===== config.mk =====
export PLATFORM = sky130hd
export DESIGN_NAME = sta_ctrl
export DESIGN_NICKNAME = d
export VERILOG_FILES = /design/src/rtl/sta_pkg.sv /design/src/rtl/sta_ctrl.sv
export SDC_FILE = /design/constraint.sdc
export NUM_CORES = 1
export LEC_CHECK = 0
export BUFFER_PORTS_ARGS = -buffer_cell sky130_fd_sc_hd__buf_2
export CORE_AREA = 2 2 39 41
export DETAILED_ROUTE_END_ITERATION = 10
export DIE_AREA = 0 0 41 43
export PLACE_DENSITY = 0.45
export SLEW_MARGIN = 10
export SYNTH_ARGS = -nofsm -noshare
export SYNTH_HDL_FRONTEND = slang
export SYNTH_SLANG_ARGS = --single-unit

===== constraint.sdc =====
create_clock -name clk_i -period 1.45 [get_ports clk_i]
set_input_delay 0.29 -clock clk_i [delete_from_list [all_inputs] [get_ports clk_i]]
set_output_delay 0.29 -clock clk_i [all_outputs]
set_load 0.05 [all_outputs]

===== src/rtl/sta_pkg.sv =====
// sta_pkg: shared types and constants for the station traffic accumulator
// used by sta_ctrl, sta_dpath and station_traffic_accumulator_top
`timescale 1ns / 1ps

package sta_pkg;

  localparam int unsigned ADDR_W  = 48;
  localparam int unsigned TOTAL_W = 32;
  localparam int unsigned BYTES_W = 16;

  localparam logic [TOTAL_W-1:0] SUM_MAX = '1;

  typedef enum logic [2:0] {
    ST_IDLE,
    ST_LOOK,
    ST_UPD,
    ST_FRD,
    ST_FEMIT
  } state_e;

  typedef struct packed {
    logic load;
    logic look;
    logic update;
    logic frd;
    logic emit;
    logic clear;
  } dp_cmd_t;

  typedef struct packed {
    logic out_free;
    logic flush_last;
  } dp_sts_t;

endpackage


===== src/rtl/sta_ctrl.sv =====
// sta_ctrl: sequencer for record lookup/update and flush readout
// depends on sta_pkg
`timescale 1ns / 1ps

module sta_ctrl
  import sta_pkg::*;
(
  input  logic    clk_i,
  input  logic    rst_ni,
  input  logic    in_valid_i,
  input  logic    in_flush_i,
  output logic    in_ready_o,
  input  dp_sts_t sts_i,
  output dp_cmd_t cmd_o
);

  state_e state_q, state_d;

  always_ff @(posedge clk_i or negedge rst_ni) begin
    if (!rst_ni) begin
      state_q <= ST_IDLE;
    end else begin
      state_q <= state_d;
    end
  end

  always_comb begin
    state_d = state_q;
    unique case (state_q)
      ST_IDLE, ST_UPD: begin
        if (in_valid_i) begin
          state_d = in_flush_i ? ST_FRD : ST_LOOK;
        end else begin
          state_d = ST_IDLE;
        end
      end
      ST_LOOK: begin
        state_d = ST_UPD;
      end
      ST_FRD: begin
        state_d = ST_FEMIT;
      end
      ST_FEMIT: begin
        if (sts_i.out_free) begin
          state_d = sts_i.flush_last ? ST_IDLE : ST_FRD;
        end
      end
      default: begin
        state_d = ST_IDLE;
      end
    endcase
  end

  always_comb begin
    cmd_o      = '0;
    in_ready_o = 1'b0;
    unique case (state_q)
      ST_IDLE: begin
        in_ready_o = 1'b1;
        cmd_o.load = in_valid_i;
      end
      ST_LOOK: begin
        cmd_o.look = 1'b1;
      end
      ST_UPD: begin
        in_ready_o   = 1'b1;
        cmd_o.load   = in_valid_i;
        cmd_o.update = 1'b1;
      end
      ST_FRD: begin
        cmd_o.frd = 1'b1;
      end
      ST_FEMIT: begin
        cmd_o.emit  = sts_i.out_free;
        cmd_o.clear = sts_i.out_free & sts_i.flush_last;
      end
      default: begin
        cmd_o = '0;
      end
    endcase
  end

endmodule


# Word level (Yosys, flattened, before mapping)
# Index checks and enable logic that the tools add are counted.
# classes
add_sub_neg	0
n_mul	0
div	0
order_cmp	0
n_eq_ne	5
n_shift	0
mux	11
n_bitwise	1
n_reduce_logical	2
# op_table
op	n
3-bit case mux with 4 select lines	1
2-bit two-way mux	4
3-bit by 2-bit equality test with 1-bit output (second input constant)	2
1-bit two-way mux	5
3-bit by 1-bit equality test with 1-bit output (second input constant)	1
3-bit equality test (second input constant)	1
3-bit zero test	1
3-bit two-way mux	1
2-bit inequality test (second input constant)	1
2-bit OR reduction	1
1-bit AND	1
# totals
ff_bits	3
latch_bits	0
mem_bits_rw	0
romBits	0
input_bits	6
elab_cells	20
memories	0

# Logic depth before layout (Yosys ltp)
# Gate-level depths: netlist (run 1).
# logic_depth
ltp_word	3
depth_mapped	2
ltp_nobuf	2

# Least setup slack after synthesis (run 1)
# OpenSTA, ideal clock, no wires.
# synth_timing
path_kind	register to output
startpoint	register state_q[0]
endpoint	output cmd_o[3] (netlist name)
t_arrival_ns	1.664
setup_slack_ns	-0.504
path_stages_with_launch	3
n_path_buf	0
cell_sequence	dfrtp_1 > nor2_1 > and2_1
# synth_rtl
item	line_no	source
from (decl)	sta_ctrl.sv:17	state_e state_q, state_d;
from (signal assigned)	sta_ctrl.sv:23	state_q <= state_d;
to (decl)	sta_ctrl.sv:14	output dp_cmd_t cmd_o

==> reports/qor.yml, run 1 <==
outcome:
  status: "complete, but fails checks"
  violations: "setup timing"
global_route:
  grt_pass1_wl_um: 814
  grt_pass1_vias: 207
  grt_overflow: 0
  grt_start_max_net_pins: 6
  grt_use_total_pct: 6.841
  antenna_found_initial: 0
logic_synthesis:
  synth_simple_gate_area_share_pct: 51.33
  netlist_area_um2: 187.7
  ys_ff_latch: 3
  synth_compound_area_share_pct: 6.667
  synthDistinctLibCells: 13
  synth_top_family_by_area: "simple AND/OR/NAND/NOR gates"
  synth_mux_area_share_pct: 0
  syn_nets: 24
  postSynthCellCount: 18
  synth_xor_area_share_pct: 0
  yosysSeqAreaShare_pct: 40.00
  yosys_warnings: 0
  yosys.area_share.adder_pct: 0
  synth_area_per_cell_um2: 10.43
timing:
  hold_viol_final: 0
  setup_viol: 4
  fin_crit_sh_pct: 106.3
  drv_slew: 0
  grt_setup_unrepaired: "yes"
  period_needed_ns: 1.541
  tightest_slew_ns: 0.2176
  fin_ws_ns: -0.09097
  clock.fmax_ghz: 0.6489
  slew_headroom_pct: 85.29
  fin_skew_ns: 0.001855
layout:
  multi_input_area_um2: 127.6
  fin_nets: 48
  n_fill_cell: 146
  largestRegisters: "state_q: 3 flops"
  antenna_cells: 0
  max_flop_register: "state_q"
  regArea_um2: 75.07
  fin_cells: 57
  largest_reg_flops: 3
  final_cell_mix: "buf_4, buf_2, buf_8"
  final_common_cell: "buf_4"
  finish.utilization_pct: 30.83
  syn2layout_area_growth_pct: 127.3
  layout-drive-gt1-share_pct: 65.85
min_path:
  holdPathStages: 3
  hold_start: "in_valid_i"
  min_to: "state_q[0]"
  hp-class: "in2reg"
placement:
  portBuffers: 12
  gp_congestion: 0.6423
  dp.cells: 49
power_and_ir_drop:
  power_uw: 949.0
  power_density_nw_per_um2: 2224
  peakVddDrop_mv: 0.9601
  p_leak_uw: 0.0002077
setup_path:
  reg2reg_to: "state_q[1]"
  path_delay_family: "simple AND/OR/NAND/NOR gates"
  cpPeakStageDelay_ns: 0.39
  reg2regPathDepth: 4
  path_class: "reg2out"
  path_buf_inv: 1
  cp_max_fo: 4
  crit_path_end_kind: "output pin"
  cp_data_arrival_time_ns: 1.25
  r2r_start: "state_q[1]"
  required_ns: 1.16
  cp_cell_sequence: "and4bb_4, and2_4, buf_8"
  ff2ff_setup_slack_ns: 0.31
  critPathLaunchType: "flip-flop"
  cp_slowest_cell: "dfrtp_1"
clock_tree:
  cts-root-buf: "clkbuf_4"
  cts_buffers: 3
  clock_latency_ns: 0.23
  clkSinkCount: 3
  htree_levels: 1
  clk_transition_reported_paths_ns: 0.04
  tritoncts: "done"
  cts_buffer_depth: 2
floorplan:
  start_util_pct: 13.56
  dieArea_um2: 1763
  core_um2: 1384
  die_h_um: 43
  boundaryPins: 13
  die_w_um: 41
  core.rowCount: 14
detailed_routing:
  drt_iter0_drc: 0
  drc: 0
  wire_per_inst_um: 9.088
  firstDrtPassIters: 1
  viasPerCell: 3.895
  wirelength_um: 518
  dr_total_vias: 222
  detail-route-antenna-nets: 0
job:
  cap_violations: 0
## Yosys cell counts
master     count  area [um^2]
or3b_1         1        8.760
a21oi_1        1        5.000
inv_1          1        3.750
and2_1         3        18.77
dfrtp_1        3        75.07
nor4b_1        1        8.760
nor2_1         1        3.750
and4bb_2       1        12.51
or2_1          1        6.260
nand2b_1       1        6.260
nand4bb_1      2        22.52
o211ai_1       1        7.510
and3b_1        1        8.760
## how the worst max path moves through the flow
stage / slack [ns] / from / depth (start not counted) / to
floorplan: -0.14 / state_q[0] / 2 / cmd_o[3]
global placement: 0.03 / state_q[1] / 3 / cmd_o[4]
detailed placement: 0.04 / state_q[1] / 3 / cmd_o[0]
CTS: -0.1 / state_q[1] / 3 / cmd_o[4]
global route: -0.13 / state_q[1] / 3 / cmd_o[4]
finish: -0.09 / state_q[1] / 3 / cmd_o[0]
## worst min-delay path, cell delays in order
cell      delay, ns
buf_2          0.11
nand2b_1       0.06
a21oi_1        0.06
## per-stage QoR
step / setup TNS, ns / area (um^2) / setup slack (ns) / hold slack [ns]
2_1_floorplan: -0.2816 / 198.9 / -0.1408 / -0.005591
3_3_place_gp: 0 / 301.5 / 0.02724 / 0.08762
3_5_place_dp: 0 / 301.5 / 0.03752 / 0.08812
4_1_cts: -0.2346 / 404.1 / -0.09900 / 0.3299
5_1_grt: -0.4445 / 426.7 / -0.1350 / 0.3618
6_report: -0.1941 / 426.7 / -0.09097 / 0.3349
## what timing repair did
item                                    CTS  global route
gates resized for setup                  16             6
pin swaps                                 0             1
buffers inserted                          2             1
hold endpoints to repair                  3             0
hold buffers                              1             0
endpoints found under the setup margin    7             7
## cell type report
cell class	count	area share [%]
inverters	1	0.8798
repair buffers	19	40.76
multi-input cells	14	29.91
clock buffers	4	6.158
well taps	16	4.692
flip-flops and latches	3	17.60
## cell families after synthesis
kind of cell           Yosys count
DFF                              3
AOI/OAI and AO/OA                2
buffers and inverters            1
and+or+nand+nor                 12
## report_power, final
group,switching [uW],internal [uW]
clock,39.4,103
combinational,347,313
sequential,30.5,116
total,417,532
## layer usage
layer	wire length, um	track usage (%)	vias up	part of all wire, %
li1	-	-	111	-
met1	237	8.414	98	46
met2	211	10.00	13	41
met3	69	2.094	0	13
met4	0	4.000	0	0
met5	0	0	-	0
No activity file was read; power rests on OpenSTA's default activity.
==> inputs of run 2 (changes only) <==
--- a/config.mk
+++ b/config.mk
@@ -6,10 +6,12 @@
 export NUM_CORES = 1
 export LEC_CHECK = 0
 export BUFFER_PORTS_ARGS = -buffer_cell sky130_fd_sc_hd__buf_2
+export CAP_MARGIN = 10
 export CORE_AREA = 2 2 39 41
 export DETAILED_ROUTE_END_ITERATION = 10
 export DIE_AREA = 0 0 41 43
 export PLACE_DENSITY = 0.45
+export SKIP_LAST_GASP = 1
 export SLEW_MARGIN = 10
 export SYNTH_ARGS = -nofsm -noshare
 export SYNTH_HDL_FRONTEND = slang
==> reports/qor.yml, run 2 (synthesized netlist as in run 1, its figures left out) <==
global_route:
  grt_start_max_net_pins: 6  # unchanged
  antenna_found_initial: 0  # unchanged
  grt_use_total_pct: 6.841  # unchanged
  grt_overflow: 0  # unchanged
  grt_pass1_wl_um: 814  # unchanged
  grt_pass1_vias: 205  # was 207
clock_tree:
  cts-root-buf: "clkbuf_4"  # unchanged
  clkSinkCount: 3  # unchanged
  cts_buffer_depth: 2  # unchanged
  clock_latency_ns: 0.23  # about the same
  cts_buffers: 3  # unchanged
  htree_levels: 1  # unchanged
  clk_transition_reported_paths_ns: 0.04  # about the same
  tritoncts: "done"  # unchanged
floorplan:
  die_h_um: 43  # unchanged
  start_util_pct: 13.56  # unchanged
  dieArea_um2: 1763  # unchanged
  core.rowCount: 14  # unchanged
  core_um2: 1384  # unchanged
  die_w_um: 41  # unchanged
  boundaryPins: 13  # unchanged
power_and_ir_drop:
  peakVddDrop_mv: 0.9634  # was 0.9601 mV
  power_uw: 959.1  # was 949.0 uW
  p_leak_uw: 0.0002081  # was 0.0002077 uW
  power_density_nw_per_um2: 2228  # was 2224 nW/um^2
setup_path:
  cp_max_fo: 5  # was 4
  required_ns: 1.16  # about the same
  cp_slowest_cell: "or3b_1"  # was dfrtp_1
  path_delay_family: "simple AND/OR/NAND/NOR gates"  # unchanged
  path_class: "reg2out"  # unchanged
  cp_data_arrival_time_ns: 1.27  # was 1.25 ns
  path_buf_inv: 2  # was 1
  critPathLaunchType: "flip-flop"  # unchanged
  cp_cell_sequence: "or3b_1, inv_1, buf_6"  # was and4bb_4, and2_4, buf_8
  cpPeakStageDelay_ns: 0.41  # was 0.39 ns
  crit_path_end_kind: "output pin"  # unchanged
layout:
  syn2layout_area_growth_pct: 129.3  # was 127.3%
  max_flop_register: "state_q"  # unchanged
  largestRegisters: "state_q: 3 flops"  # unchanged
  n_fill_cell: 144  # was 146
  layout-drive-gt1-share_pct: 65.85  # unchanged
  antenna_cells: 0  # unchanged
  stdcell_area_um2: 430.4  # was 426.7 um^2
  final_cell_mix: "buf_2, buf_4, buf_6, buf_8"  # was buf_4, buf_2, buf_8
  largest_reg_flops: 3  # unchanged
  finish.utilization_pct: 31.10  # was 30.83%
  fin_nets: 48  # unchanged
outcome:
  status: "complete, but fails checks"  # unchanged
  violations: "setup timing"  # unchanged
detailed_routing:
  wire_per_inst_um: 9.509  # was 9.088 um
  drc: 0  # unchanged
  firstDrtPassIters: 2  # was 1
  wirelength_um: 542  # was 518 um
  viasPerCell: 3.965  # was 3.895
  drt_iter0_drc: 1  # was 0
  dr_total_vias: 226  # was 222
  detail-route-antenna-nets: 0  # unchanged
timing:
  slew_headroom_pct: 85.29  # about the same
  fin_crit_sh_pct: 107.5  # was 106.3%
  grt_setup_unrepaired: "yes"  # unchanged
  hold_viol_final: 0  # unchanged
  setup_viol: 4  # unchanged
  clock.fmax_ghz: 0.6417  # was 0.6489 GHz
  fin_skew_ns: 0.001855  # about the same
  fin_ws_ns: -0.1084  # was -0.09097 ns
  tightest_slew_ns: 0.2176  # about the same
  period_needed_ns: 1.558  # was 1.541 ns
  drv_slew: 0  # unchanged
placement:
  place_area_um2: 301.5  # unchanged
  portBuffers: 12  # unchanged
  gp_congestion: 0.6423  # unchanged
job:
  cap_violations: 0  # unchanged
min_path:
  hp-class: "in2reg"  # unchanged
run 2: cell count changes in the layout (fill, tap and decap cells not counted):
| cell | before | now |
|---|---|---|
| buf_6 | 3 | 4 |
| buf_4 | 6 | 5 |
run 2: area by class of cell:
type | instances | area (um^2) | share of cell area [%]
Timing Repair Buffer | 19 | 177.7 | 41.28
Multi-Input combinational cell | 14 | 127.6 | 29.65
Sequential cell | 3 | 75.07 | 17.44
Clock buffer | 4 | 26.28 | 6.105
Tap cell | 16 | 20.02 | 4.651
Inverter | 1 | 3.754 | 0.8721
run 2: timing repair:
action	in CTS	in global routing
hold buffers	1	0
gates resized for setup	15	8
pin swaps	0	2
endpoints found under the setup margin	7	7
buffers inserted	2	1
endpoints found under the hold margin	3	0
run 2: routing by layer:
| metal | wire [um] | part of all wire [%] | global-route usage, % | vias up |
|---|---|---|---|---|
| met5 | 0 | 0 | 0 | - |
| met4 | 0 | 0 | 4.000 | 0 |
| met3 | 68 | 13 | 2.094 | 0 |
| met2 | 237 | 44 | 10.00 | 13 |
| met1 | 236 | 44 | 8.414 | 102 |
| li1 | - | - | - | 111 |
run 2: final timing paths:
check                                start         end  slack [ns]  cells past startpoint
max in group asynchronous           rst_ni  state_q[2]        0.96                      2
min in group asynchronous           rst_ni  state_q[1]        0.39                      2
worst max-delay path            state_q[2]    cmd_o[4]       -0.11                      3
worst min-delay path            in_valid_i  state_q[0]        0.33                      3
worst min register to register  state_q[0]  state_q[0]        0.59                      2
worst max register to register  state_q[2]  state_q[1]        0.33                      3
run 2: worst min-delay path, cell delays in order:
cell      delay, ns
buf_2          0.11
nand2b_1       0.06
a21oi_1        0.06
run 2: power by group:
group / internal [uW] / switching, uW
registers: 116 / 33.1
clock network: 103 / 39.4
logic: 317 / 350
run 2: stage by stage:
step | hold slack, ns | TNS [ns] | worst slack [ns] | cells
6_report | 0.3337 | -0.2308 | -0.1084 | 57
5_1_grt | 0.3617 | -0.4775 | -0.1590 | 57
4_1_cts | 0.3299 | -0.2394 | -0.09900 | 56
2_1_floorplan | -0.005591 | -0.2816 | -0.1408 | 18
3_3_place_gp | 0.08762 | 0 | 0.02724 | 49
3_5_place_dp | 0.08812 | 0 | 0.03752 | 49
==> inputs of run 3 (changes only) <==
--- a/config.mk
+++ b/config.mk
@@ -11,7 +11,7 @@
 export DETAILED_ROUTE_END_ITERATION = 10
 export DIE_AREA = 0 0 41 43
 export PLACE_DENSITY = 0.45
-export SKIP_LAST_GASP = 1
+export SETUP_SLACK_MARGIN = 0.4
 export SLEW_MARGIN = 10
 export SYNTH_ARGS = -nofsm -noshare
 export SYNTH_HDL_FRONTEND = slang
==> reports/qor.yml, run 3 (synthesized netlist as in run 1, its figures left out) <==
setup_path:
  crit_path_end_kind: "output pin"  # unchanged
  cp_max_fo: 4  # was 5
  critPathLaunchType: "flip-flop"  # unchanged
  reg2regPathDepth: 4  # was 3
  required_ns: 1.16  # about the same
  path_class: "reg2out"  # unchanged
  cp_data_arrival_time_ns: 1.28  # was 1.27 ns
layout:
  largest_reg_flops: 3  # unchanged
  final_cell_mix: "buf_6, buf_8, buf_2"  # was buf_2, buf_4, buf_6, buf_8
  n_fill_cell: 150  # was 144
  layout-drive-gt1-share_pct: 81.82  # was 65.85%
  syn2layout_area_growth_pct: 173.3  # was 129.3%
  antenna_cells: 0  # unchanged
  largestRegisters: "state_q: 3 flops"  # unchanged
  fin_nets: 51  # was 48
  final_common_cell: "buf_6"
  max_flop_register: "state_q"  # unchanged
  finish.utilization_pct: 37.07  # was 31.10%
global_route:
  grt_pass1_wl_um: 897  # was 814 um
  grt_pass1_vias: 223  # was 205
  grt_use_total_pct: 8.048  # was 6.841%
  grt_overflow: 0  # unchanged
  grt_start_max_net_pins: 6  # unchanged
  antenna_found_initial: 0  # unchanged
min_path:
  hp-class: "in2reg"  # unchanged
  holdPathStages: 3  # unchanged
job:
  cap_violations: 0  # unchanged
placement:
  dpl.hpwl_um: 412.8
  gp_congestion: 0.6360  # was 0.6423
  portBuffers: 12  # unchanged
  place_ws_ns: 0.008710  # was 0.03752 ns
clock_tree:
  tritoncts: "done"  # unchanged
  clk_transition_reported_paths_ns: 0.04  # about the same
  clock_latency_ns: 0.23  # about the same
  htree_levels: 1  # unchanged
  cts-root-buf: "clkbuf_4"  # unchanged
  cts_buffer_depth: 2  # unchanged
  clkSinkCount: 3  # unchanged
  cts_buffers: 3  # unchanged
timing:
  fin_setup_tns_ns: -0.3852  # was -0.2308 ns
  slew_headroom_pct: 84.35  # was 85.29%
  clock.fmax_ghz: 0.6357  # was 0.6417 GHz
  period_needed_ns: 1.573  # was 1.558 ns
  fin_skew_ns: 0.001441  # was 0.001855 ns
  fin_ws_ns: -0.1230  # was -0.1084 ns
  drv_slew: 0  # unchanged
  hold_viol_final: 0  # unchanged
  tightest_slew_ns: 0.2315  # was 0.2176 ns
  grt_setup_unrepaired: "yes"  # unchanged
  setup_viol: 5  # was 4
  fin_crit_sh_pct: 108.5  # was 107.5%
detailed_routing:
  drc: 0  # unchanged
  dr_total_vias: 235  # was 226
  detail-route-antenna-nets: 0  # unchanged
  wire_per_inst_um: 10.57  # was 9.509 um
  drt_iter0_drc: 0  # was 1
  firstDrtPassIters: 1  # was 2
  wirelength_um: 634  # was 542 um
  viasPerCell: 3.917  # was 3.965
floorplan:
  core.rowCount: 14  # unchanged
  die_w_um: 41  # unchanged
  start_util_pct: 13.56  # unchanged
  boundaryPins: 13  # unchanged
  dieArea_um2: 1763  # unchanged
  core_um2: 1384  # unchanged
  die_h_um: 43  # unchanged
power_and_ir_drop:
  peakVddDrop_mv: 0.6554  # was 0.9634 mV
  p_leak_uw: 0.0002284  # was 0.0002081 uW
  power_density_nw_per_um2: 2256  # was 2228 nW/um^2
outcome:
  violations: "setup timing"  # unchanged
  status: "complete, but fails checks"  # unchanged
-- run 3: per-stage QoR --
stage          cells  hold WS (ns)  power [uW]  area, um^2
6_report          60        0.3542        1157       513.0
5_1_grt           60        0.3598        1222       513.0
4_1_cts           57        0.3264        1005       432.9
3_5_place_dp      51       0.08687       685.3       330.3
3_3_place_gp      51       0.08672       688.5       330.3
2_1_floorplan     18     -0.005591       521.3       212.7
-- run 3: final cells by class --
class | instances | area (um^2) | share of cell area [%]
Timing Repair Buffer | 22 | 230.2 | 44.88
Clock buffer | 4 | 26.28 | 5.122
Sequential cell | 3 | 77.57 | 15.12
Inverter | 1 | 7.507 | 1.463
Tap cell | 16 | 20.02 | 3.902
Multi-Input combinational cell | 14 | 151.4 | 29.51
-- run 3: metal layers --
metal | GRT usage [%] | vias up | routed length, um
met3 | 3.141 | 2 | 66
met4 | 8.000 | 0 | 14
li1 | - | 118 | -
met2 | 9.688 | 15 | 268
met5 | 0 | - | 0
met1 | 10.03 | 100 | 283
-- run 3: path summary, 6_finish.rpt --
check / from / endpoint / slack, ns
max in group asynchronous: rst_ni / state_q[0] / 0.96
min in group asynchronous: rst_ni / state_q[2] / 0.37
setup reg to reg: state_q[1] / state_q[2] / 0.25
hold reg to reg: state_q[0] / state_q[0] / 0.56
hold / removal: in_valid_i / state_q[0] / 0.35
setup / recovery: state_q[1] / cmd_o[4] / -0.12
-- run 3: worst max-delay path: stages (launching register included) --
cell        delay [ns]
dfrtp_1           0.40
or3b_4            0.43
clkinvlp_4        0.08
buf_8             0.13
-- run 3: report_power, final --
part	switching, uW	leakage (uW)	internal (uW)
registers	40.3	0.0000359	120
clock network	43.6	0.0000150	103
logic	397	0.000178	453
-- run 3: timing repair --
action | CTS | global route
gates resized for setup | 19 | 12
pin swaps | 3 | 7
endpoints found under the setup margin | 9 | 9
buffers inserted | 1 | 3
hold endpoints to repair | 3 | 0
hold buffers | 1 | 0
